[src/design/sct_pkg.sv]
// Shared constants, payload types and fixed-point helpers for the sine/cosine/tangent block.
package sct_pkg;

  // Default output fraction width and internal fraction width
  localparam int FRAC_BITS_DEF = 16;
  localparam int IFRAC = 30;

  // Q30 constants: pi, 2*pi, pi/2, 4/pi, 4/pi^2, 0.225
  localparam logic [63:0] PI_Q30     = 64'd3373259422;
  localparam logic [63:0] TWOPI_Q30  = 64'd6746518845;
  localparam logic [63:0] HALFPI_Q30 = 64'd1686629706;
  localparam logic [63:0] C1_Q30     = 64'd1367130546;
  localparam logic [63:0] C2_Q30     = 64'd435171165;
  localparam logic [63:0] CORR_Q30   = 64'd241591910;

  // Sine values (Q30, signed) and their magnitudes
  localparam int SW = 34;
  localparam int MW = 33;

  // Function select codes
  localparam logic [1:0] OP_SIN = 2'd0;
  localparam logic [1:0] OP_COS = 2'd1;
  localparam logic [1:0] OP_TAN = 2'd2;

  typedef struct packed {
    logic [1:0]         op;
    logic signed [31:0] angle;
  } arg_t;

  typedef struct packed {
    logic signed [31:0] value;
    logic               overflow;
  } res_t;

  // Side data carried along the divider cells
  typedef struct packed {
    logic [1:0]  op;
    logic [31:0] value;
    logic        czero;
    logic        neg;
  } meta_t;

  // Unsigned Q30 product, rounded to nearest
  function automatic logic [63:0] umul_q30(input logic [63:0] a, input logic [63:0] b);
    logic [63:0] p;
    p = a * b;
    return (p + 64'(1 << (IFRAC - 1))) >> IFRAC;
  endfunction

endpackage

[src/design/sct_turn_cell.sv]
// One turn-removal cell: conditionally subtracts a scaled multiple of 2*pi.
module sct_turn_cell import sct_pkg::*; #(
  parameter int XW = 47,
  parameter int K  = 0
) (
  input  logic          clk,
  input  logic          en,
  input  logic [XW-1:0] mag_in,
  input  logic          neg_in,
  output logic [XW-1:0] mag,
  output logic          neg
);

  localparam logic [63:0] STEP = TWOPI_Q30 << K;

  logic [63:0] wide;
  assign wide = 64'(mag_in);

  // Compare and subtract, hand result to the next cell
  always_ff @(posedge clk) begin
    if (en) begin
      mag <= (wide >= STEP) ? XW'(wide - STEP) : mag_in;
      neg <= neg_in;
    end
  end

endmodule

[config.mk]
export PLATFORM = sky130hd
export DESIGN_NAME = sct_turn_cell
export DESIGN_NICKNAME = d
export VERILOG_FILES = /design/src/design/sct_pkg.sv /design/src/design/sct_turn_cell.sv
export SDC_FILE = /design/constraint.sdc
export NUM_CORES = 1
export LEC_CHECK = 0
export BUFFER_PORTS_ARGS = -buffer_cell sky130_fd_sc_hd__buf_2
export CELL_PAD_IN_SITES_DETAIL_PLACEMENT = 0
export CELL_PAD_IN_SITES_GLOBAL_PLACEMENT = 1
export CORE_ASPECT_RATIO = 0.9
export CORE_UTILIZATION = 28
export CTS_CLUSTER_DIAMETER = 30
export DETAILED_ROUTE_END_ITERATION = 7
export PLACE_DENSITY = 0.64
export SLEW_MARGIN = 10
export SYNTH_ARGS = -nofsm -noshare
export SYNTH_HDL_FRONTEND = slang
export SYNTH_SLANG_ARGS = --single-unit
[constraint.sdc]
create_clock -name clk -period 4.8 [get_ports clk]
set_input_delay 0.96 -clock clk [delete_from_list [all_inputs] [get_ports clk]]
set_output_delay 0.96 -clock clk [all_outputs]
set_load 0.005 [all_outputs]
==> flow_summary.ini, run 1 <==
[status]
run_status = finished, violations left
violations = design-rule violations

[placed_design]
pre_cts_ws_ns = 1.04
gp_congestion = 0.804
io_buffers = 97
dpl.hpwl_mm = 6.06

[min_path]
hp-class = input pin to register

[die]
dieWidth_um = 112
coreArea_mm2 = 0.0104
die_h_um = 101
dieArea_mm2 = 0.0112
num_io_pins = 98
start_util_pct = 29.2
fp-row-count = 35

[synth]
synth_nets = 334
seq_area_frac_synth_pct = 47.6
synth_fa_ha_area_share_pct = 0.826
synth-simple-area-share_pct = 20.0
ys_ff_latch = 48
synth_xor_area_share_pct = 12.4
synth_top_family_by_area = simple AND/OR/NAND/NOR gates
synth_flop_cell = edfxtp_1
synth_area_mm2 = 0.00303
yosys_warnings = 0
synth_edf_count = 48
synth.area.mux_share_pct = 0
netlist_top_cells_area = edfxtp_1 (48%), xnor2_1 (7.2%), xor2_1 (5.2%)
synth_compound_area_share_pct = 15.7
syn_area_per_cell_um2 = 10.7
synth_top_area_cell = edfxtp_1
async_reset_ff_share_pct = 0
yosysTopAreaCellShare_pct = 47.6
synth_cell_type_count = 57
synthCells = 282

[final_layout]
diodes = 0
layout.nets = 426
layout_common_cells = buf_2 (97), edfxtp_1 (48), xnor2_1 (25)
layout-drive-gt1-share_pct = 33.7
synthToLayoutAreaGrowth_pct = 23.8
final_common_cell = buf_2

[clocking]
clockRootBuffer = clkbuf_16
cts_buffers = 5
cts_hold_buf = 0
htreeDepth = 2
tritoncts = built
cts_resized = 0
clock_sinks = 48
postCtsSetupBuffers = 0
clock_path_buffers = 2
clkTransAtPathRegs_ns = 0.06

[global_route]
grt_pass1_wl_mm = 12.5
grt_antenna_before_repair = 0
grt_max_degree = 49
overflow = 0
grt_usage_pct = 14.2
first_global_vias = 2366

[route]
ant_nets = 0
routed_via_density = 4.95
totalWireLength_mm = 7.85
drcViolationCount = 6
vias = 2489
wire_per_inst_um = 15.6
drt_iter0_markers = 96
dr.pass1.iters = 7

[worst_setup_path]
startpoint_type = input pin
crit_fanout = 21
cp.arrival_ns = 3.44
required_ns = 4.83
crit_type = input pin to register
end_kind = register

[timing]
max_freq_mhz = 294
finalCriticalPeriod_ns = 3.40
rsz0062_at_grt = false
setup_ws_ns = 1.40
slew_headroom_pct = 26.9
finalMaxSlewViolations = 0
hold_viol = 0
worst_slew_pin_slew_ns = 1.10
finalSetupViolCount = 0
holdWs_ns = 0.849
fin_crit_sh_pct = 70.9
tns_ns = 0

[power_and_ir_drop]
peakVddDrop_uv = 152
total_power_mw = 1.04
powerDensity_mw_per_mm2 = 277
leakage_nw = 1.44

[job]
drv_cap = 0
-- cell usage after synthesis, drive strengths merged, types with 2 or more instances --
master	number
a211oi	2
a21boi	2
a21o	3
a21oi	15
a31oi	2
and3	2
buf	5
clkbuf	8
edfxtp	48
ha	2
inv	9
nand2	17
nand3	11
nand3b	2
nand4	5
nor2	23
nor3	19
nor3b	2
nor4	7
nor4b	2
o2111ai	3
o211ai	5
o21a	3
o21ai	15
o311ai	2
o31ai	3
or2	3
or3	3
or4	3
xnor2	25
xor2	18
-- per-stage QoR --
stage | area [um2] | util, % | std cells
after global routing | 3750 | 36.1 | 503
final | 3750 | 36.1 | 503
after CTS | 3750 | 36.1 | 503
after floorplan | 3030 | - | 282
after global placement | 3610 | 34.8 | 496
after detailed placement | 3610 | 34.8 | 496
-- routing by layer --
| layer | share of wire [%] | vias up | GRT usage [%] |
|---|---|---|---|
| met2 | 45 | 64 | 22.0 |
| met5 | 0 | - | 0 |
| met4 | 0.79 | 0 | 3.43 |
| met3 | 4.8 | 4 | 2.71 |
| li1 | - | 1244 | - |
| met1 | 49 | 1177 | 20.5 |
-- worst max-delay path: stages --
cell and delay [ns]:
buf_2 0.12, nand2_1 0.10, nor4b_1 0.46, a21boi_2 0.16, o31a_1 0.41, o21ai_2 0.75
o2111ai_1 0.28, xnor2_1 0.19
-- logic make-up after synthesis --
family          count (synthesis)
compound gates                 62
xor+xnor                       43
flops                          48
simple gates                  105
fa+ha+maj                       2
buf+inv                        22
-- power breakdown --
| group | switching [mW] | leakage (nW) | total, mW | internal, mW |
|---|---|---|---|---|
| Combinational | 0.102 | 0.903 | 0.181 | 0.0790 |
| Clock | 0.149 | 0.0657 | 0.338 | 0.189 |
| Sequential | 0.00977 | 0.470 | 0.521 | 0.511 |
| Total | 0.261 | 1.44 | 1.04 | 0.780 |
-- final timing paths --
| kind | start | cells after the start | to |
|---|---|---|---|
| max | mag_in[12] | 8 | mag[38]$_DFFE_PP_ |
| min | neg_in | 1 | neg$_DFFE_PP_ |
-- flip-flops by register name, summed over array words and instances, names as in the netlist --
signal  count
mag        47
neg         1
-- cell type report --
cell class	instances	area [um2]
Tap cell	129	161
Clock buffer	5	125
Sequential cell	48	1440
Timing Repair Buffer	98	493
Clock inverter	2	12.5
Fill cell	1062	6630
Multi-Input combinational cell	212	1480
Inverter	9	33.8
Note: power is estimated with default switching activity, not from simulation.
==> inputs of run 2 (changes only) <==
--- a/config.mk
+++ b/config.mk
@@ -12,7 +12,7 @@
 export CORE_UTILIZATION = 28
 export CTS_CLUSTER_DIAMETER = 30
 export DETAILED_ROUTE_END_ITERATION = 7
-export PLACE_DENSITY = 0.64
+export PLACE_DENSITY = 0.66
 export SLEW_MARGIN = 10
 export SYNTH_ARGS = -nofsm -noshare
 export SYNTH_HDL_FRONTEND = slang
==> constraint.sdc (replaced) <==
create_clock -name clk -period 2.85 [get_ports clk]
set_input_delay 0.57 -clock clk [delete_from_list [all_inputs] [get_ports clk]]
set_output_delay 0.57 -clock clk [all_outputs]
set_load 0.005 [all_outputs]
==> run 2 against run 1 <==
Against the previous run: the flow still finishes with violations (design-rule violations); via count rose by 7.4%; routed wire length up 5.8%; combinational power increased by 87%; clock power grew 67%; final cell count is 8.7% higher; final area up 9.2%; count of clock-buffer cells in the layout increased by 2; sequential share of layout area down 3.3 points; non-clock buffer count rose by 43; largest power group unchanged.
==> flow_summary.ini, run 2 (synthesized netlist as in run 1, its figures left out) <==
[clocking]
clkTransAtPathRegs_ns = 0.07
cts_resized = 0
clock_path_buffers = 2
clockRootBuffer = clkbuf_16
htreeDepth = 2
tritoncts = built
cts_buffers = 5
cts_hold_buf = 0
postCtsSetupBuffers = 0
clock_sinks = 48

[global_route]
busiest_layer = met2
grt_antenna_before_repair = 0
grt_usage_pct = 15.1
grt_max_degree = 22
use_met3_pct = 2.59
first_global_vias = 2610
use_met2_pct = 24.1
grt_util_met1_pct = 20.9
overflow = 0
grt_pass1_wl_mm = 13.3

[worst_setup_path]
end_kind = register
cp.arrival_ns = 2.74
required_ns = 2.88
crit_type = input pin to register
slowest_stage = or4_4
crit_fanout = 7
startpoint_type = input pin
startpoint = mag_in[36]
critPathMaxStageDelay_ns = 0.55
cp_cell_sequence = buf_2, or4_4, or4_4, nor3b_2, o211a_4, o21a_4, buf_4, nor3_1, xor2_1
path_common_cell = or4_4

[placed_design]
gp_congestion = 0.826
dp_cells = 539
dpl.hpwl_mm = 6.71
pre_cts_ws_ns = -0.178
io_buffers = 97

[job]
drv_cap = 0

[final_layout]
instances_no_fill = 547
multi_input_area_mm2 = 0.00148
fillers = 1042
final_util_pct = 39.5
largest_reg_flops = 47
layout_common_cells = buf_2 (97), edfxtp_1 (48), buf_4 (42)
layout-drive-gt1-share_pct = 40.0
synthToLayoutAreaGrowth_pct = 35.2
diodes = 0
sequential_cell_area_mm2 = 0.00144
largest-register = mag
top_regs = mag (47), neg (1)
layout.nets = 469
final_common_cell = buf_2

[min_path]
worstHoldStart = neg_in
hold_depth = 1
hp-class = input pin to register
hold-path-endpoint = neg$_DFFE_PP_

[die]
start_util_pct = 29.2
fp-row-count = 35
coreArea_mm2 = 0.0104
die_h_um = 101
dieWidth_um = 112
dieArea_mm2 = 0.0112
num_io_pins = 98

[status]
run_status = finished, violations left
violations = design-rule violations

[timing]
worst_slew_pin_slew_ns = 0.495
slew_headroom_pct = 66.7
setup_ws_ns = 0.142
finalCriticalPeriod_ns = 2.71
fin_crit_sh_pct = 95.0
tns_ns = 0
rsz0062_at_grt = false
max_freq_mhz = 369
finalSetupViolCount = 0
hold_viol = 0
finalMaxSlewViolations = 0

[power_and_ir_drop]
leakage_nw = 1.65
internal_power_mw = 1.34
p_sw_mw = 0.438
total_power_mw = 1.78
powerDensity_mw_per_mm2 = 435
pwr-share-seq_pct = 49.3
peakVddDrop_uv = 210
netSwitchingFraction_pct = 24.6
clkPwrFrac_pct = 31.8
comb_power_share_pct = 19.0

[route]
wire_per_inst_um = 15.2
dr.pass1.iters = 6
routed_via_density = 4.89
vias = 2674
totalWireLength_mm = 8.31
drcViolationCount = 7
ant_nets = 0
drt_iter0_markers = 102
[run 2: cell types whose count changed in the layout (fill, tap and decap cells not counted)]
cell | previous run | this run
clkinv_2 | 1 | 0
buf_4 | 1 | 42
clkinvlp_4 | 1 | 0
clkinv_1 | 0 | 1
buf_12 | 0 | 2
clkbuf_1 | 0 | 2
[run 2: area by class of cell]
class / instances / area share, %
flip-flops and latches: 48 / 35.2
well taps: 129 / 3.94
clock inverters: 1 / 0.0916
repair buffers: 141 / 20.5
multi-input cells: 212 / 36.2
inverters: 9 / 0.825
clock buffers: 7 / 3.24
[run 2: worst max path at each step]
stage / endpoint / cells after the start
floorplan: mag[18]$_DFFE_PP_ / 8
global placement: mag[4]$_DFFE_PP_ / 9
detailed placement: mag[4]$_DFFE_PP_ / 9
CTS: mag[4]$_DFFE_PP_ / 9
global route: mag[4]$_DFFE_PP_ / 9
finish: mag[4]$_DFFE_PP_ / 9
[run 2: stage by stage]
stage | cell area (um2) | hold WS [ns]
6_report | 4100 | 0.463
3_3_place_gp | 3960 | 0.746
2_1_floorplan | 3030 | 0.669
4_1_cts | 4100 | 0.457
5_1_grt | 4100 | 0.463
3_5_place_dp | 3960 | 0.751
[run 2: worst max-delay path, delay by kind of cell]
family                    cells  cell delay (ns)
and+or+nand+nor               4             1.28
AOI/OAI and AO/OA             2             0.45
buffers and inverters         2             0.30
xor gates and xnor gates      1             0.15
[run 2: per-layer routing]
layer,vias up,share of wire [%]
met5,-,0
met4,0,1.8
met3,12,5.2
met2,77,44
met1,1261,49
li1,1324,-
[run 2: power groups by stage]
| stage | sequential, mW | combinational, mW | clock, mW |
|---|---|---|---|
| global placement | 0.894 | 0.338 | 0 |
| finish | 0.878 | 0.338 | 0.566 |
| detailed placement | 0.893 | 0.341 | 0 |
| global route | 0.886 | 0.376 | 0.598 |
| CTS | 0.880 | 0.342 | 0.585 |
| floorplan | 0.904 | 0.129 | 0 |
==> inputs of run 3 (changes only) <==
--- a/config.mk
+++ b/config.mk
@@ -5,6 +5,7 @@
 export SDC_FILE = /design/constraint.sdc
 export NUM_CORES = 1
 export LEC_CHECK = 0
+export ABC_AREA = 1
 export BUFFER_PORTS_ARGS = -buffer_cell sky130_fd_sc_hd__buf_2
 export CELL_PAD_IN_SITES_DETAIL_PLACEMENT = 0
 export CELL_PAD_IN_SITES_GLOBAL_PLACEMENT = 1
@@ -12,7 +13,7 @@
 export CORE_UTILIZATION = 28
 export CTS_CLUSTER_DIAMETER = 30
 export DETAILED_ROUTE_END_ITERATION = 7
-export PLACE_DENSITY = 0.66
+export PLACE_DENSITY = 0.68
 export SLEW_MARGIN = 10
 export SYNTH_ARGS = -nofsm -noshare
 export SYNTH_HDL_FRONTEND = slang
==> run 3 against run 2 <==
Against the previous run: the run now ends clean; critical path depth up 2; via count increased by 80%; synthesized area is 49% higher; routed wire length increased by 98%; final cell count is 88% higher; global-route usage is 5.9 points higher; total power up 14%; non-clock buffer count is 38 lower; first-iteration DRC count rose to 3.3 times the previous value; synthesized cell count rose to 2.6 times the previous value; final area grew 31%; count of clock-buffer cells in the layout decreased by 2; largest cell class unchanged.
==> flow_summary.ini, run 3 <==
[timing]
slew_headroom_pct = 57.9
setup_ws_ns = 0.727
fin_crit_sh_pct = 74.5
finalCriticalPeriod_ns = 2.12
rsz0062_at_grt = false
worst_slew_pin_slew_ns = 0.631
finalSetupViolCount = 0
finalMaxSlewViolations = 0
tns_ns = 0
max_freq_mhz = 471
hold_viol = 0
holdWs_ns = 0.438

[synth]
yosys_warnings = 0
synth_top_family_by_area = simple AND/OR/NAND/NOR gates
async_reset_ff_share_pct = 0
ys_top_cells_by_count = nand2_1 (256), nor2_1 (108), inv_1 (73)
synth-simple-area-share_pct = 47.7
yosysTopAreaCellShare_pct = 32.0
synth_edf_count = 48
netlist_top_cells_area = edfxtp_1 (32%), nand2_1 (21%), nor2_1 (9.0%)
synth_flop_cell = edfxtp_1
synth_top_area_cell = edfxtp_1
synth_nets = 776
seq_area_frac_synth_pct = 32.0
synth_xor_area_share_pct = 2.11
synthCells = 724
synth.area.mux_share_pct = 0
synth_cell_type_count = 33
ys_ff_latch = 48
synth_area_mm2 = 0.00450
synth_compound_area_share_pct = 7.17
yosysMostFrequentCell = nand2_1
synth_fa_ha_area_share_pct = 0.556
syn_area_per_cell_um2 = 6.22

[die]
coreArea_mm2 = 0.0155
start_util_pct = 29.0
fp-row-count = 43
dieArea_mm2 = 0.0166
num_io_pins = 98
die_h_um = 122
dieWidth_um = 136

[global_route]
grt_util_met1_pct = 29.7
use_met2_pct = 33.4
grt_max_degree = 34
grt_pass1_wl_mm = 25.7
overflow = 0
grt_antenna_before_repair = 0
first_global_vias = 4774
busiest_layer = met2
use_met3_pct = 3.10
grt_usage_pct = 21.1

[worst_setup_path]
critPathMaxStageDelay_ns = 0.26
path_common_cell = nor2_1
end_kind = register
worst-path-buf-inv = 2
cp_cell_sequence = buf_2, nor2_1, nand2_1, inv_2, nand2_1, nor2_1, nand4_1, nor2_1, nor2_1, nand3_1, nand2_1
required_ns = 2.90
startpoint_type = input pin
cp.arrival_ns = 2.17
slowest_stage = nor2_1
crit_type = input pin to register
crit_fanout = 5
cp_top_family = simple AND/OR/NAND/NOR gates

[final_layout]
final_common_cell = nand2_1
top_regs = mag (47), neg (1)
synthToLayoutAreaGrowth_pct = 19.6
diodes = 0
sequential_cell_area_mm2 = 0.00144
fillers = 1775
layout_common_cells = nand2_1 (256), nor2_1 (108), buf_2 (97)
multi_input_area_mm2 = 0.00259
largest-register = mag
final_cell_area_mm2 = 0.00539
layout-drive-gt1-share_pct = 21.0
layout.nets = 875
instances_no_fill = 1026
final_util_pct = 34.6
largest_reg_flops = 47

[clocking]
cts_buffers = 5
clockRootBuffer = clkbuf_16
htreeDepth = 2
clock_path_buffers = 2
clock_sinks = 48
postCtsSetupBuffers = 0
clkTransAtPathRegs_ns = 0.07
cts_resized = 0
tritoncts = built
cts_hold_buf = 0

[placed_design]
dp_cells = 1018
pre_cts_ws_ns = 0.443
gp_congestion = 0.928
dpl.hpwl_mm = 13.8
io_buffers = 97
place_area_mm2 = 0.00522

[route]
routed_via_density = 4.69
vias = 4807
totalWireLength_mm = 16.4
ant_nets = 0
wire_per_inst_um = 16.0
drt_iter0_markers = 335
drcViolationCount = 0
dr.pass1.iters = 5

[power_and_ir_drop]
leakage_nw = 2.54
peakVddDrop_uv = 191
powerDensity_mw_per_mm2 = 377
total_power_mw = 2.03

[status]
run_status = completed

[min_path]
hp-class = input pin to register

[job]
drv_cap = 0
## run 3: cell count changes in the layout (fill, tap and decap cells not counted), moves of 11 or more
cell,before,now
inv_1,9,73
o21ai_1,2,16
inv_2,0,23
buf_4,42,3
nand2_2,0,14
nand4_1,4,16
xnor2_1,25,2
xor2_1,18,7
nand3_1,11,68
nor2_1,23,108
nand2_1,17,256
## run 3: path summary, 6_finish.rpt
| check | slack, ns | from | end | cells after the start |
|---|---|---|---|---|
| worst max-delay path | 0.73 | mag_in[23] | mag[33]$_DFFE_PP_ | 11 |
| worst min-delay path | 0.44 | neg_in | neg$_DFFE_PP_ | 1 |
## run 3: power breakdown
| part | switching [mW] | total, mW | internal, mW | leakage, nW |
|---|---|---|---|---|
| clock | 0.297 | 0.711 | 0.414 | 0.0814 |
| combinational | 0.295 | 0.449 | 0.154 | 1.99 |
| sequential | 0.0147 | 0.869 | 0.854 | 0.469 |
## run 3: cell families (layout without fill, tap and decap cells)
kind of cell / count (synthesis) / after routing
flip-flops: 48 / 48
AND/OR/NAND/NOR: 495 / 495
XOR/XNOR: 10 / 10
adder cells (fa/ha/maj): 2 / 2
AO/OA/AOI/OAI: 61 / 61
buffers and inverters: 108 / 208
## run 3: layer usage
layer | up-vias | share of wire, %
li1 | 2512 | -
met1 | 2163 | 50
met3 | 16 | 4.2
met2 | 116 | 44
met5 | - | 0
met4 | 0 | 1.8
## run 3: area by class of cell
class / count / share of cell area (%)
timing repair buffer: 103 / 10.5
clock buffer: 5 / 2.32
clock inverter: 3 / 0.790
multi-input combinational: 568 / 48.1
tap: 202 / 4.69
inverter: 97 / 6.78
sequential: 48 / 26.8
