`src/design/sct_pkg.sv`:
```
// Shared constants, payload types and fixed-point helpers for the sine/cosine/tangent block.
package sct_pkg;

  // Default output fraction width and internal fraction width
  localparam int FRAC_BITS_DEF = 16;
  localparam int IFRAC = 30;

  // Q30 constants: pi, 2*pi, pi/2, 4/pi, 4/pi^2, 0.225
  localparam logic [63:0] PI_Q30     = 64'd3373259422;
  localparam logic [63:0] TWOPI_Q30  = 64'd6746518845;
  localparam logic [63:0] HALFPI_Q30 = 64'd1686629706;
  localparam logic [63:0] C1_Q30     = 64'd1367130546;
  localparam logic [63:0] C2_Q30     = 64'd435171165;
  localparam logic [63:0] CORR_Q30   = 64'd241591910;

  // Sine values (Q30, signed) and their magnitudes
  localparam int SW = 34;
  localparam int MW = 33;

  // Function select codes
  localparam logic [1:0] OP_SIN = 2'd0;
  localparam logic [1:0] OP_COS = 2'd1;
  localparam logic [1:0] OP_TAN = 2'd2;

  typedef struct packed {
    logic [1:0]         op;
    logic signed [31:0] angle;
  } arg_t;

  typedef struct packed {
    logic signed [31:0] value;
    logic               overflow;
  } res_t;

  // Side data carried along the divider cells
  typedef struct packed {
    logic [1:0]  op;
    logic [31:0] value;
    logic        czero;
    logic        neg;
  } meta_t;

  // Unsigned Q30 product, rounded to nearest
  function automatic logic [63:0] umul_q30(input logic [63:0] a, input logic [63:0] b);
    logic [63:0] p;
    p = a * b;
    return (p + 64'(1 << (IFRAC - 1))) >> IFRAC;
  endfunction

endpackage

```
`src/design/sct_div_cell.sv`:
```
// One restoring-division cell: produces one quotient bit per cycle while en is high.
module sct_div_cell import sct_pkg::*; #(
  parameter int DW = 50
) (
  input  logic          clk,
  input  logic          en,
  input  logic [MW-1:0] cm_in,
  input  logic [MW-1:0] rem_in,
  input  logic [DW-1:0] num_in,
  input  meta_t         meta_in,
  output logic [MW-1:0] cm,
  output logic [MW-1:0] rem,
  output logic [DW-1:0] num,
  output meta_t         meta
);

  logic [MW:0] r2;
  logic [MW:0] diff;
  logic        ge;

  // Shift in next dividend bit, trial subtract
  assign r2   = {rem_in, num_in[DW-1]};
  assign diff = r2 - {1'b0, cm_in};
  assign ge   = r2 >= {1'b0, cm_in};

  always_ff @(posedge clk) begin
    if (en) begin
      rem  <= ge ? diff[MW-1:0] : r2[MW-1:0];
      num  <= {num_in[DW-2:0], ge};
      cm   <= cm_in;
      meta <= meta_in;
    end
  end

endmodule
```
`config.mk`:
```
export PLATFORM = sky130hd
export DESIGN_NAME = sct_div_cell
export DESIGN_NICKNAME = d
export VERILOG_FILES = /design/src/design/sct_pkg.sv /design/src/design/sct_div_cell.sv
export SDC_FILE = /design/constraint.sdc
export NUM_CORES = 1
export LEC_CHECK = 0
export BUFFER_PORTS_ARGS = -buffer_cell sky130_fd_sc_hd__buf_2
export CAP_MARGIN = 15
export CORE_MARGIN = 5
export CORE_UTILIZATION = 43
export DETAILED_ROUTE_END_ITERATION = 12
export HOLD_SLACK_MARGIN = 0.08
export PLACE_DENSITY = 0.86
export SLEW_MARGIN = 20
export SYNTH_ARGS = -nofsm -noshare
export SYNTH_HDL_FRONTEND = slang
export SYNTH_SLANG_ARGS = --single-unit
```
`constraint.sdc`:
```
create_clock -name clk -period 3 [get_ports clk]
set_input_delay 0.45 -clock clk [delete_from_list [all_inputs] [get_ports clk]]
set_output_delay 0.45 -clock clk [all_outputs]
set_load 0.01 [all_outputs]
```
==> results by group, run 1 <==
Place
  – Placed cell area: 9020 um^2
  – Post-DP HPWL: 16,000 um
  – IO Port Bufs: 305
  – Placer Congestion: 0.866

Global route
  – Grt ovf: 0
  – GRT Total Usage: 0.206
  – Top Usage Layer GRT: met2
  – M1 GR Usage: 0.221
  – Largest net degree at the start of global routing: 50
  – Met3 Use GR: 0.0570
  – Initial antenna violation count: 2
  – Vias in the first global route: 5,405
  – First-pass GRT wire length: 29,200 um
  – Grt met2 use: 0.392

Clock tree
  – Clock root buffer: clkbuf_16
  – TritonCTS clock tree: done
  – Postcts setup bufs: 0
  – Cts hold-fix bufs: 0
  – CTS HTree Levels: 4
  – CTS Buf Count: 17
  – Worst-path clk slew: 0.07 ns
  – CTS Buffer Depth: 2
  – CTS Sinks: 152

Cells and area
  – Layout cells sized above 1: 0.458
  – Commonest non-fill, non-tap cells in the layout: 304 x buf_2, 152 x edfxtp_1, 58 x nand2_1
  – Final Cell Area: 9610 um^2
  – Commonest non-fill, non-tap cell in the layout: buf_2
  – Syn-to-layout area delta: 37.8%
  – Final net count: 1,054

Die
  – Die height: 137 um
  – Core area: 15,900 um^2
  – Die X: 137 um
  – Starting Density: 0.439
  – Ports: 306
  – Die area: 18,900 um^2
  – # rows: 46

Timing
  – Final slew viol count: 0
  – Least-Margin Pin Slew: 0.415 ns
  – Worst hold slack: 0.199 ns
  – Final hold vios: 0
  – RSZ-0062 raised after global routing: no
  – Max-slew headroom: 0.716
  – Fmax: 358 MHz
  – Min Tclk post-route: 2.79 ns
  – Period utilization: 0.930
  – Setup Viol. Count Final: 0

Worst setup path
  – CP Class: primary input to register
  – Crit-path leading delay family: compound AO/OA/AOI/OAI gates
  – CP required: 3.16 ns
  – Buf/Inv on CP: 4
  – Max incr delay on CP: 0.40 ns
  – CP max FO: 26
  – CP cell instances: buf_2 > inv_1 > ha_1 > inv_1 > fa_1 > a21o_1 > a221o_2 > a21oi_4 > o41a_4 > o31ai_4 > a41oi_4 > buf_4 > o21ai_0
  – Startpoint types: primary input
  – Slowest cell on the critical path: fa_1
  – Cell repeated most along the worst path: inv_1
  – Critical path endpoint category: register
  – Critical path data arrival time: 2.95 ns

Logic synthesis
  – Syn nets: 706
  – Dominant synthesized flop cell: edfxtp_1
  – Synthesized area per cell: 13.5 um^2
  – Post-synthesis sequential area ratio: 0.655
  – Synth cell types: 51
  – Top cells by area, synth: edfxtp_1 65%, ha_1 5.9%, nand2_1 3.1%, a21oi_1 2.4%, inv_1 2.3%
  – EDFF count, synth: 152
  – Cell taking the most area after synthesis: edfxtp_1
  – Yosys reg bits: 152
  – Async set-reset flop share out of synthesis: 0
  – Syn Inst Count: 518
  – Ys Warns: 0
  – Mapped Area: 6970 um^2
  – Share of the synthesized area in the top cell type: 0.655

Route
  – Antenna violation net count after detailed routing: 0
  – Post-DR vias/cell: 4.96
  – WL final: 20,000 um
  – DRC viols: 0
  – 1st-iter DRT viols: 312
  – Pre-Repair DR Iteration Count: 4
  – WL/cell: 18.3 um
  – Via Count: 5,442

Status
  – Status: finished clean

Hold path
  – Hold crit path type: primary input to register

Power and ir drop
  – Pwr/cell area: 610 nW/um^2
  – Worst ir drop on vdd: 0.388 mV
  – Lkg Pwr: 4.29 nW

Flow run
  – Max Cap Viol: 0
[per-layer routing]
layer  vias up  wire length [um]
li1       2642                 -
met1      2572              7020
met2       209             11100
met3        19              1620
met4         0               271
met5         -                 0
[area by class of cell]
| type | count | area [um^2] |
|---|---|---|
| antenna | 2 | 5.00 |
| timing repair buffer | 344 | 1860 |
| tap | 216 | 270 |
| multi-input combinational | 308 | 2160 |
| sequential | 152 | 4560 |
| fill | 1289 | 6280 |
| clock inverter | 14 | 150 |
| inverter | 43 | 161 |
| clock buffer | 18 | 429 |
[registers in the layout, indices dropped and copies added (netlist names)]
| signal | count |
|---|---|
| meta | 36 |
| cm | 33 |
| num | 50 |
| rem | 33 |
[timing repair]
action	in CTS	in global routing
resized for setup	0	1
setup endpoints to repair	0	1
hold endpoints to repair	0	0
[metrics by stage]
| stage | setup TNS (ns) | util | cells | total power [mW] | setup slack, ns |
|---|---|---|---|---|---|
| finish | 0 | 0.605 | 1097 | 5.86 | 0.209 |
| global route | 0 | 0.605 | 1097 | 6.13 | 0.00807 |
| CTS | 0 | 0.604 | 1095 | 5.91 | 0.191 |
| detailed placement | -6.05 | 0.568 | 1063 | 3.79 | -0.249 |
| global placement | -4.77 | 0.568 | 1063 | 3.76 | -0.181 |
| floorplan | 0 | - | 518 | 3.25 | 0.00566 |
[cell usage after synthesis, drive strengths merged (5+ instances only)]
master	number
a21o	11
a21oi	35
and3	7
buf	7
clkbuf	8
edfxtp	152
ha	33
inv	43
nand2	58
nand3	8
nor2	15
nor3	5
o21ai	45
o21bai	8
o31ai	6
xnor2	16
xor2	12
[final timing paths]
| path | start | end | slack (ns) | cells after the start |
|---|---|---|---|---|
| worst min-delay path | num_in[36] | num[37] | 0.20 | 1 |
| worst max-delay path | num_in[49] | rem[7] | 0.21 | 13 |
[where the power goes]
group / switching (mW) / total [mW] / internal (mW)
combinational: 0.629 / 1.11 / 0.485
sequential: 0.0496 / 2.63 / 2.58
clock: 0.938 / 2.12 / 1.18
[cells by family after synthesis]
group	share of synthesized area
AOI/OAI and AO/OA	0.138
xor gates and xnor gates	0.0352
adders and majority gates	0.0621
buffers and inverters	0.0379
DFF	0.655
muxes	0.00215
and+or+nand+nor	0.0702
(Power assumes the default switching activity.)
==> inputs of run 2 (changes only) <==
--- a/config.mk
+++ b/config.mk
@@ -5,13 +5,13 @@
 export SDC_FILE = /design/constraint.sdc
 export NUM_CORES = 1
 export LEC_CHECK = 0
-export BUFFER_PORTS_ARGS = -buffer_cell sky130_fd_sc_hd__buf_2
 export CAP_MARGIN = 15
 export CORE_MARGIN = 5
-export CORE_UTILIZATION = 43
+export CORE_UTILIZATION = 55
 export DETAILED_ROUTE_END_ITERATION = 12
+export DONT_BUFFER_PORTS = 1
 export HOLD_SLACK_MARGIN = 0.08
-export PLACE_DENSITY = 0.86
+export PLACE_DENSITY = 0.82
 export SLEW_MARGIN = 20
 export SYNTH_ARGS = -nofsm -noshare
 export SYNTH_HDL_FRONTEND = slang
==> constraint.sdc (replaced) <==
create_clock -name clk -period 3 [get_ports clk]
set_input_delay 0.15 -clock clk [delete_from_list [all_inputs] [get_ports clk]]
set_output_delay 0.15 -clock clk [all_outputs]
set_load 0.01 [all_outputs]
==> results by group, run 2 <==
Logic synthesis
  – EDFF count, synth: 152 (unchanged)
  – Cell taking the most area after synthesis: edfxtp_1
  – Synth Area in Adders: 0.0621 (unchanged)
  – Ys Warns: 0 (unchanged)
  – Synthesized area per cell: 13.5 um^2 (unchanged)
  – Async set-reset flop share out of synthesis: 0 (unchanged)
  – Largest family of logic cells by synthesized area: compound AO/OA/AOI/OAI gates
  – Yosys reg bits: 152 (unchanged)
  – Synth cell count leaders: 152 x edfxtp_1, 58 x nand2_1, 43 x inv_1
  – Top cells by area, synth: edfxtp_1 65%, ha_1 5.9%, nand2_1 3.1%, a21oi_1 2.4%, inv_1 2.3%
  – Synth Area in XOR/XNOR: 0.0352 (unchanged)
  – Dominant synthesized flop cell: edfxtp_1
  – Compound-Gate Fraction of Synth Area: 0.138 (unchanged)
  – Syn nets: 706 (unchanged)
  – Synth cell types: 51 (unchanged)
  – Share of the synthesized area in the top cell type: 0.655 (unchanged)
  – Most common cell in the netlist: edfxtp_1
  – Syn Inst Count: 518 (unchanged)
  – Mapped Area: 6970 um^2 (unchanged)
  – Post-Synth Simple-Gate Area: 0.0702 (unchanged)
  – Mux cell area share after synthesis: 0.00215 (unchanged)
  – Post-synthesis sequential area ratio: 0.655 (unchanged)

Clock tree
  – Postcts setup bufs: 0 (unchanged)
  – CTS HTree Levels: 4 (unchanged)
  – CTS Buf Count: 17 (unchanged)
  – CTS Buffer Depth: 2 (unchanged)
  – CTS Sinks: 152 (unchanged)
  – Clock root buffer: clkbuf_16
  – Cts hold-fix bufs: 144 (+144)
  – PostCTS Resize Cnt: 0 (unchanged)

Die
  – Die X: 123 um (-11%)
  – Die height: 123 um (-11%)
  – Starting Density: 0.557 (+0.118)
  – Ports: 306 (unchanged)
  – # rows: 41 (-11%)

Place
  – Placed cell area: 7180 um^2 (-20%)
  – IO Port Bufs: 0 (-100%)
  – Placer Congestion: 0.949 (+9.6%)
  – Post-DP HPWL: 12,800 um (-20%)

Status
  – Status: aborted with a tool error
  – Run Error: [ERROR RSZ-0060] Max buffer count reached.
  – Stopped at: 4_1_cts
[run 2: cell families after synthesis]
logic type | count (synthesis)
buffers and inverters | 58
and+or+nand+nor | 109
adders and majority gates | 34
DFF | 152
AOI/OAI and AO/OA | 136
xor gates and xnor gates | 28
muxes | 1
[run 2: stage by stage]
step	hold WS (ns)	cells	setup WS, ns	util
floorplan	0.249	518	0.290	-
global placement	0.249	683	0.146	0.573
detailed placement	0.249	683	0.0725	0.573
==> inputs of run 3 (changes only) <==
--- a/config.mk
+++ b/config.mk
@@ -7,11 +7,10 @@
 export LEC_CHECK = 0
 export CAP_MARGIN = 15
 export CORE_MARGIN = 5
-export CORE_UTILIZATION = 55
+export CORE_UTILIZATION = 40
 export DETAILED_ROUTE_END_ITERATION = 12
 export DONT_BUFFER_PORTS = 1
-export HOLD_SLACK_MARGIN = 0.08
-export PLACE_DENSITY = 0.82
+export PLACE_DENSITY_LB_ADDON = 0.15
 export SLEW_MARGIN = 20
 export SYNTH_ARGS = -nofsm -noshare
 export SYNTH_HDL_FRONTEND = slang
==> constraint.sdc (replaced) <==
create_clock -name clk -period 3.9 [get_ports clk]
set_input_delay 0.195 -clock clk [delete_from_list [all_inputs] [get_ports clk]]
set_output_delay 0.195 -clock clk [all_outputs]
set_load 0.01 [all_outputs]
==> results by group, run 3 (synthesis gave the netlist of run 1 again) <==
Clock tree
  – Cts hold-fix bufs: 151 (+4.9%)
  – CTS Buffer Depth: 2 (unchanged)
  – Postcts setup bufs: 0 (unchanged)
  – PostCTS Resize Cnt: 0 (unchanged)
  – Clock root buffer: clkbuf_16
  – CTS Buf Count: 17 (unchanged)
  – TritonCTS clock tree: done
  – CTS Sinks: 152 (unchanged)
  – Worst-path clk slew: 0.07 ns
  – CTS HTree Levels: 4 (unchanged)

Power and ir drop
  – Flop pwr share: 0.501
  – Sw power: 1.18 mW
  – Sw frac: 0.275
  – Cell Int Power: 3.11 mW
  – Pwr/cell area: 464 nW/um^2
  – Comb pwr share: 0.131
  – Worst ir drop on vdd: 0.319 mV
  – Lkg Pwr: 3.52 nW
  – Clock power share: 0.367

Die
  – Die area: 20,200 um^2
  – Die X: 142 um (+16%)
  – Starting Density: 0.406 (-0.151)
  – Core area: 17,200 um^2
  – Die height: 142 um (+16%)
  – Ports: 306 (unchanged)
  – # rows: 48 (+17%)

Cells and area
  – Final Cell Area: 9260 um^2
  – N_diodes: 0
  – Commonest non-fill, non-tap cells in the layout: 152 x edfxtp_1, 151 x dlygate4sd3_1, 58 x nand2_1
  – Syn-to-layout area delta: 32.9%
  – FF+latch area: 4560 um^2
  – Fill cells: 1,466
  – Commonest non-fill, non-tap cell in the layout: edfxtp_1
  – Layout cells sized above 1: 0.0873
  – Biggest register: num
  – Largest regs: num (50), meta (36)
  – Final net count: 863
  – Multi-input logic area: 2150 um^2
  – Max FFs per register: 50

Route
  – 1st-iter DRT viols: 244
  – Pre-Repair DR Iteration Count: 5
  – Via Count: 4,789
  – Post-DR vias/cell: 5.25
  – WL/cell: 22.2 um
  – Antenna violation net count after detailed routing: 0
  – WL final: 20,200 um
  – DRC viols: 0

Worst setup path
  – Critical path data arrival time: 3.05 ns
  – CP max FO: 23
  – CP Class: primary input to register
  – Worst setup path end: rem[17]
  – Startpoint types: primary input
  – Crit path from: num_in[49]
  – Critical path endpoint category: register
  – CP required: 4.06 ns

Global route
  – Grt ovf: 0
  – Vias in the first global route: 5,067
  – Largest net degree at the start of global routing: 153
  – Initial antenna violation count: 0
  – GRT Total Usage: 0.194
  – First-pass GRT wire length: 29,500 um

Place
  – Placer Congestion: 0.835 (-12%)
  – Post-DP HPWL: 14,100 um (+10%)
  – Placed cell area: 7190 um^2 (+0.12%)
  – IO Port Bufs: 0 (unchanged)

Timing
  – Final TNS setup: 0 ns
  – Worst hold slack: -0.117 ns
  – Setup Viol. Count Final: 0
  – Final slew viol count: 0
  – Final hold vios: 20
  – Min Tclk post-route: 2.89 ns
  – Period utilization: 0.742
  – Max-slew headroom: 0.576
  – RSZ-0062 raised after global routing: no
  – Least-Margin Pin Slew: 0.628 ns
  – Fmax: 346 MHz

Flow run
  – Max Cap Viol: 0

Hold path
  – Worst Hold Depth: 0
  – Worst Hold Launch: en
  – Hold crit path type: primary input to register

Status
  – Failing checks: negative hold slack
  – Status: complete, but fails checks
## run 3: per-stage QoR
stage                     setup WS, ns  cells  hold slack (ns)  total power, mW   util
after floorplan                   1.14    518            0.294             2.50      -
after detailed placement         0.537    730            0.294             2.63  0.418
final                             1.01    912           -0.117             4.30  0.539
after global routing             0.806    912           -0.141             4.49  0.539
after CTS                        0.971    912           -0.134             4.34  0.539
after global placement           0.646    730            0.294             2.62  0.418
## run 3: cell type report
class	count	area share
Sequential cell	152	0.493
Multi-Input combinational cell	308	0.232
Timing Repair Buffer	153	0.166
Clock buffer	17	0.0459
Tap cell	225	0.0304
Inverter	43	0.0174
Clock inverter	14	0.0146
## run 3: metal layers
layer	global-route usage	up-vias	wire length, um	part of all wire
met3	0.0588	20	1580	0.078
met2	0.357	213	10900	0.54
li1	-	2254	-	-
met1	0.211	2302	7430	0.37
met4	0.0657	0	310	0.015
met5	0	-	0	0
## run 3: worst min-delay path by stage
| stage | end | slack (ns) |
|---|---|---|
| after detailed placement | meta[7] | 0.29 |
| after global placement | meta[0] | 0.29 |
| after CTS | rem[26] | -0.13 |
| final | rem[26] | -0.12 |
| after floorplan | cm[0] | 0.29 |
| after global routing | cm[26] | -0.14 |
## run 3: worst max-delay path: stages
cell and delay [ns]:
inv_1 0.03, ha_1 0.14, inv_1 0.05, fa_1 0.40
a21o_1 0.22, a221o_2 0.39, a21oi_2 0.25, o41a_4 0.20
o31ai_4 0.10, a41oi_4 0.55, buf_4 0.41, o21ai_2 0.11
## run 3: power by group through the flow
stage / Sequential (mW) / Clock [mW] / Combinational, mW
3_3_place_gp: 2.19 / 0 / 0.427
6_report: 2.16 / 1.58 / 0.564
5_1_grt: 2.17 / 1.69 / 0.625
4_1_cts: 2.16 / 1.62 / 0.566
2_1_floorplan: 2.15 / 0 / 0.349
3_5_place_dp: 2.19 / 0 / 0.432
==> inputs of run 4 (changes only) <==
--- a/config.mk
+++ b/config.mk
@@ -5,6 +5,7 @@
 export SDC_FILE = /design/constraint.sdc
 export NUM_CORES = 1
 export LEC_CHECK = 0
+export ABC_AREA = 1
 export CAP_MARGIN = 15
 export CORE_MARGIN = 5
 export CORE_UTILIZATION = 40
==> constraint.sdc (replaced) <==
create_clock -name clk -period 2.4 [get_ports clk]
set_input_delay 0.12 -clock clk [delete_from_list [all_inputs] [get_ports clk]]
set_output_delay 0.12 -clock clk [all_outputs]
set_load 0.01 [all_outputs]
==> results by group, run 4 <==
Status
  – Status: complete, but fails checks
  – Failing checks: negative hold slack

Timing
  – Least-Margin Pin Slew: 0.404 ns (-0.224 ns)
  – Max-slew headroom: 0.731 (+0.155)
  – Min Tclk post-route: 2.22 ns
  – Setup Viol. Count Final: 0 (unchanged)
  – Fmax: 450 MHz
  – Final slew viol count: 0 (unchanged)
  – Worst hold slack: -0.197 ns (-0.0806 ns)
  – RSZ-0062 raised after global routing: no
  – Period utilization: 0.927
  – Final hold vios: 152 (+660%)
  – Fin worst setup slack: 0.176 ns (-0.831 ns)
  – Final TNS setup: 0 ns (unchanged)

Cells and area
  – Commonest non-fill, non-tap cells in the layout: 287 x nand2_1, 155 x inv_1, 152 x edfxtp_1
  – Largest regs: num (50), meta (36)
  – Final Cell Area: 10,300 um^2 (+11%)
  – N_diodes: 0 (unchanged)
  – Biggest register: num
  – Final net count: 1,183 (+37%)
  – Layout cells sized above 1: 0.0744 (-0.0129)
  – Syn-to-layout area delta: 30.9%
  – Commonest non-fill, non-tap cell in the layout: nand2_1
  – Post-Layout Cell Count: 1,273 (+40%)
  – Max FFs per register: 50 (unchanged)

Route
  – 1st-iter DRT viols: 186 (-24%)
  – WL/cell: 18.5 um (-16%)
  – DRC viols: 0 (unchanged)
  – Pre-Repair DR Iteration Count: 6 (+1)
  – Antenna violation net count after detailed routing: 0 (unchanged)
  – WL final: 23,600 um (+17%)
  – Post-DR vias/cell: 4.72 (-10%)
  – Via Count: 6,006 (+25%)

Place
  – Post-Place Cells: 1,089 (+49%)
  – Placed cell area: 8150 um^2 (+13%)
  – Dpl ws: 0.164 ns (-0.373 ns)
  – Post-DP HPWL: 16,800 um (+19%)
  – Placer Congestion: 0.859 (+2.8%)
  – IO Port Bufs: 0 (unchanged)

Flow run
  – Max Cap Viol: 0 (unchanged)

Logic synthesis
  – Synth cell count leaders: 289 x nand2_1, 155 x inv_1, 152 x edfxtp_1
  – Syn Inst Count: 831 (+60%)
  – Syn nets: 1,019 (+44%)
  – Mux cell area share after synthesis: 0 (-0.00215)
  – Share of the synthesized area in the top cell type: 0.579 (-0.0756)
  – Mapped Area: 7880 um^2 (+13%)
  – Synth Area in Adders: 0.0549 (-0.00717)
  – Ys Warns: 0 (unchanged)
  – Yosys reg bits: 152 (unchanged)
  – Synth Area in XOR/XNOR: 0.0156 (-0.0196)
  – Cell taking the most area after synthesis: edfxtp_1
  – Post-synthesis sequential area ratio: 0.579 (-0.0756)
  – Synth cell types: 29 (-43%)
  – Post-Synth Simple-Gate Area: 0.249 (+0.179)
  – Compound-Gate Fraction of Synth Area: 0.0159 (-0.122)
  – Synthesized area per cell: 9.48 um^2 (-30%)
  – Top cells by area, synth: edfxtp_1 58%, nand2_1 14%, inv_1 7.4%, ha_1 5.2%, nand3_1 3.4%
  – Largest family of logic cells by synthesized area: simple AND/OR/NAND/NOR gates
  – Dominant synthesized flop cell: edfxtp_1
  – Most common cell in the netlist: nand2_1
  – EDFF count, synth: 152 (unchanged)
  – Async set-reset flop share out of synthesis: 0 (unchanged)

Power and ir drop
  – Worst ir drop on vdd: 0.439 mV (+38%)
  – Lkg Pwr: 4.68 nW (+33%)
  – Pwr/cell area: 708 nW/um^2 (+53%)

Die
  – Die X: 150 um (+5.9%)
  – # rows: 51 (+6.3%)
  – Core area: 19,400 um^2 (+13%)
  – Die height: 150 um (+5.9%)
  – Ports: 306 (unchanged)
  – Die area: 22,600 um^2 (+12%)
  – Starting Density: 0.406 (+0.000413)

Clock tree
  – Postcts setup bufs: 0 (unchanged)
  – Cts hold-fix bufs: 151 (unchanged)
  – CTS HTree Levels: 4 (unchanged)
  – CTS Buf Count: 17 (unchanged)
  – TritonCTS clock tree: done
  – Clock root buffer: clkbuf_16
  – CTS Buffer Depth: 2 (unchanged)
  – Worst-path clk slew: 0.07 ns (about the same)
  – CTS Sinks: 152 (unchanged)

Global route
  – Grt ovf: 0 (unchanged)
  – First-pass GRT wire length: 34,300 um (+16%)
  – Vias in the first global route: 6,314 (+25%)
  – GRT Total Usage: 0.201 (+0.00767)
  – Largest net degree at the start of global routing: 153 (unchanged)
  – Initial antenna violation count: 2 (+2)

Worst setup path
  – Critical path endpoint category: register
  – Startpoint types: primary input
  – CP max FO: 4 (-83%)
  – CP Class: primary input to register
  – Critical path data arrival time: 2.42 ns (-0.63 ns)
  – CP required: 2.59 ns (-1.47 ns)

Hold path
  – Hold crit path type: primary input to register
==> run 4: kinds of logic after synthesis <==
kind of cell             Yosys count
flip-flops                       152
adder cells (fa/ha/maj)           34
buffers and inverters            169
XOR/XNOR                          14
AO/OA/AOI/OAI                     24
AND/OR/NAND/NOR                  438
==> run 4: timing repair <==
| action | 4_1_cts | 5_1_grt |
|---|---|---|
| endpoints found under the setup margin | 0 | 33 |
| resized for setup | 0 | 5 |
| hold endpoints to repair | 303 | 152 |
==> run 4: path summary, 6_finish.rpt <==
path	slack, ns	startpoint	endpoint	depth (start not counted)
min	-0.20	en	rem[28]	0
max	0.18	num_in[49]	rem[22]	15
==> run 4: cell type report <==
cell class	count	area (um^2)
Multi-Input combinational cell	511	2680
Fill cell	1773	9080
Inverter	160	601
Tap cell	265	332
Clock inverter	14	184
Clock buffer	18	429
Sequential cell	152	4560
Timing Repair Buffer	153	1530
==> run 4: worst max-delay path, cell delays in order <==
cell	delay, ns
dlygate4sd3_1	0.53
inv_1	0.07
ha_1	0.15
inv_1	0.09
fa_1	0.43
nand2_1	0.12
nand2_1	0.09
nand3_1	0.08
nand2_1	0.09
nand2_1	0.08
nand2_1	0.16
nand2_1	0.17
nand3b_1	0.10
nand3_2	0.08
nand2_1	0.05
==> run 4: where the power goes <==
group          leakage (nW)  total, mW  internal, mW  switching (mW)
sequential             1.49       3.48          3.24           0.246
clock                 0.295       2.78          1.58            1.19
combinational          2.90       1.04         0.446           0.599
==> run 4: stage by stage <==
stage | power [mW] | util
4_1_cts | 7.35 | 0.530
3_5_place_dp | 4.37 | 0.420
3_3_place_gp | 4.37 | 0.420
6_report | 7.31 | 0.532
2_1_floorplan | 4.13 | -
5_1_grt | 7.66 | 0.532
==> run 4: layer usage <==
metal / wire [um] / up-vias / GRT usage
met5: 27 / - / 0
met4: 416 / 4 / 0.0618
met3: 1830 / 35 / 0.0554
met2: 12400 / 226 / 0.375
met1: 8950 / 2748 / 0.221
li1: - / 2993 / -
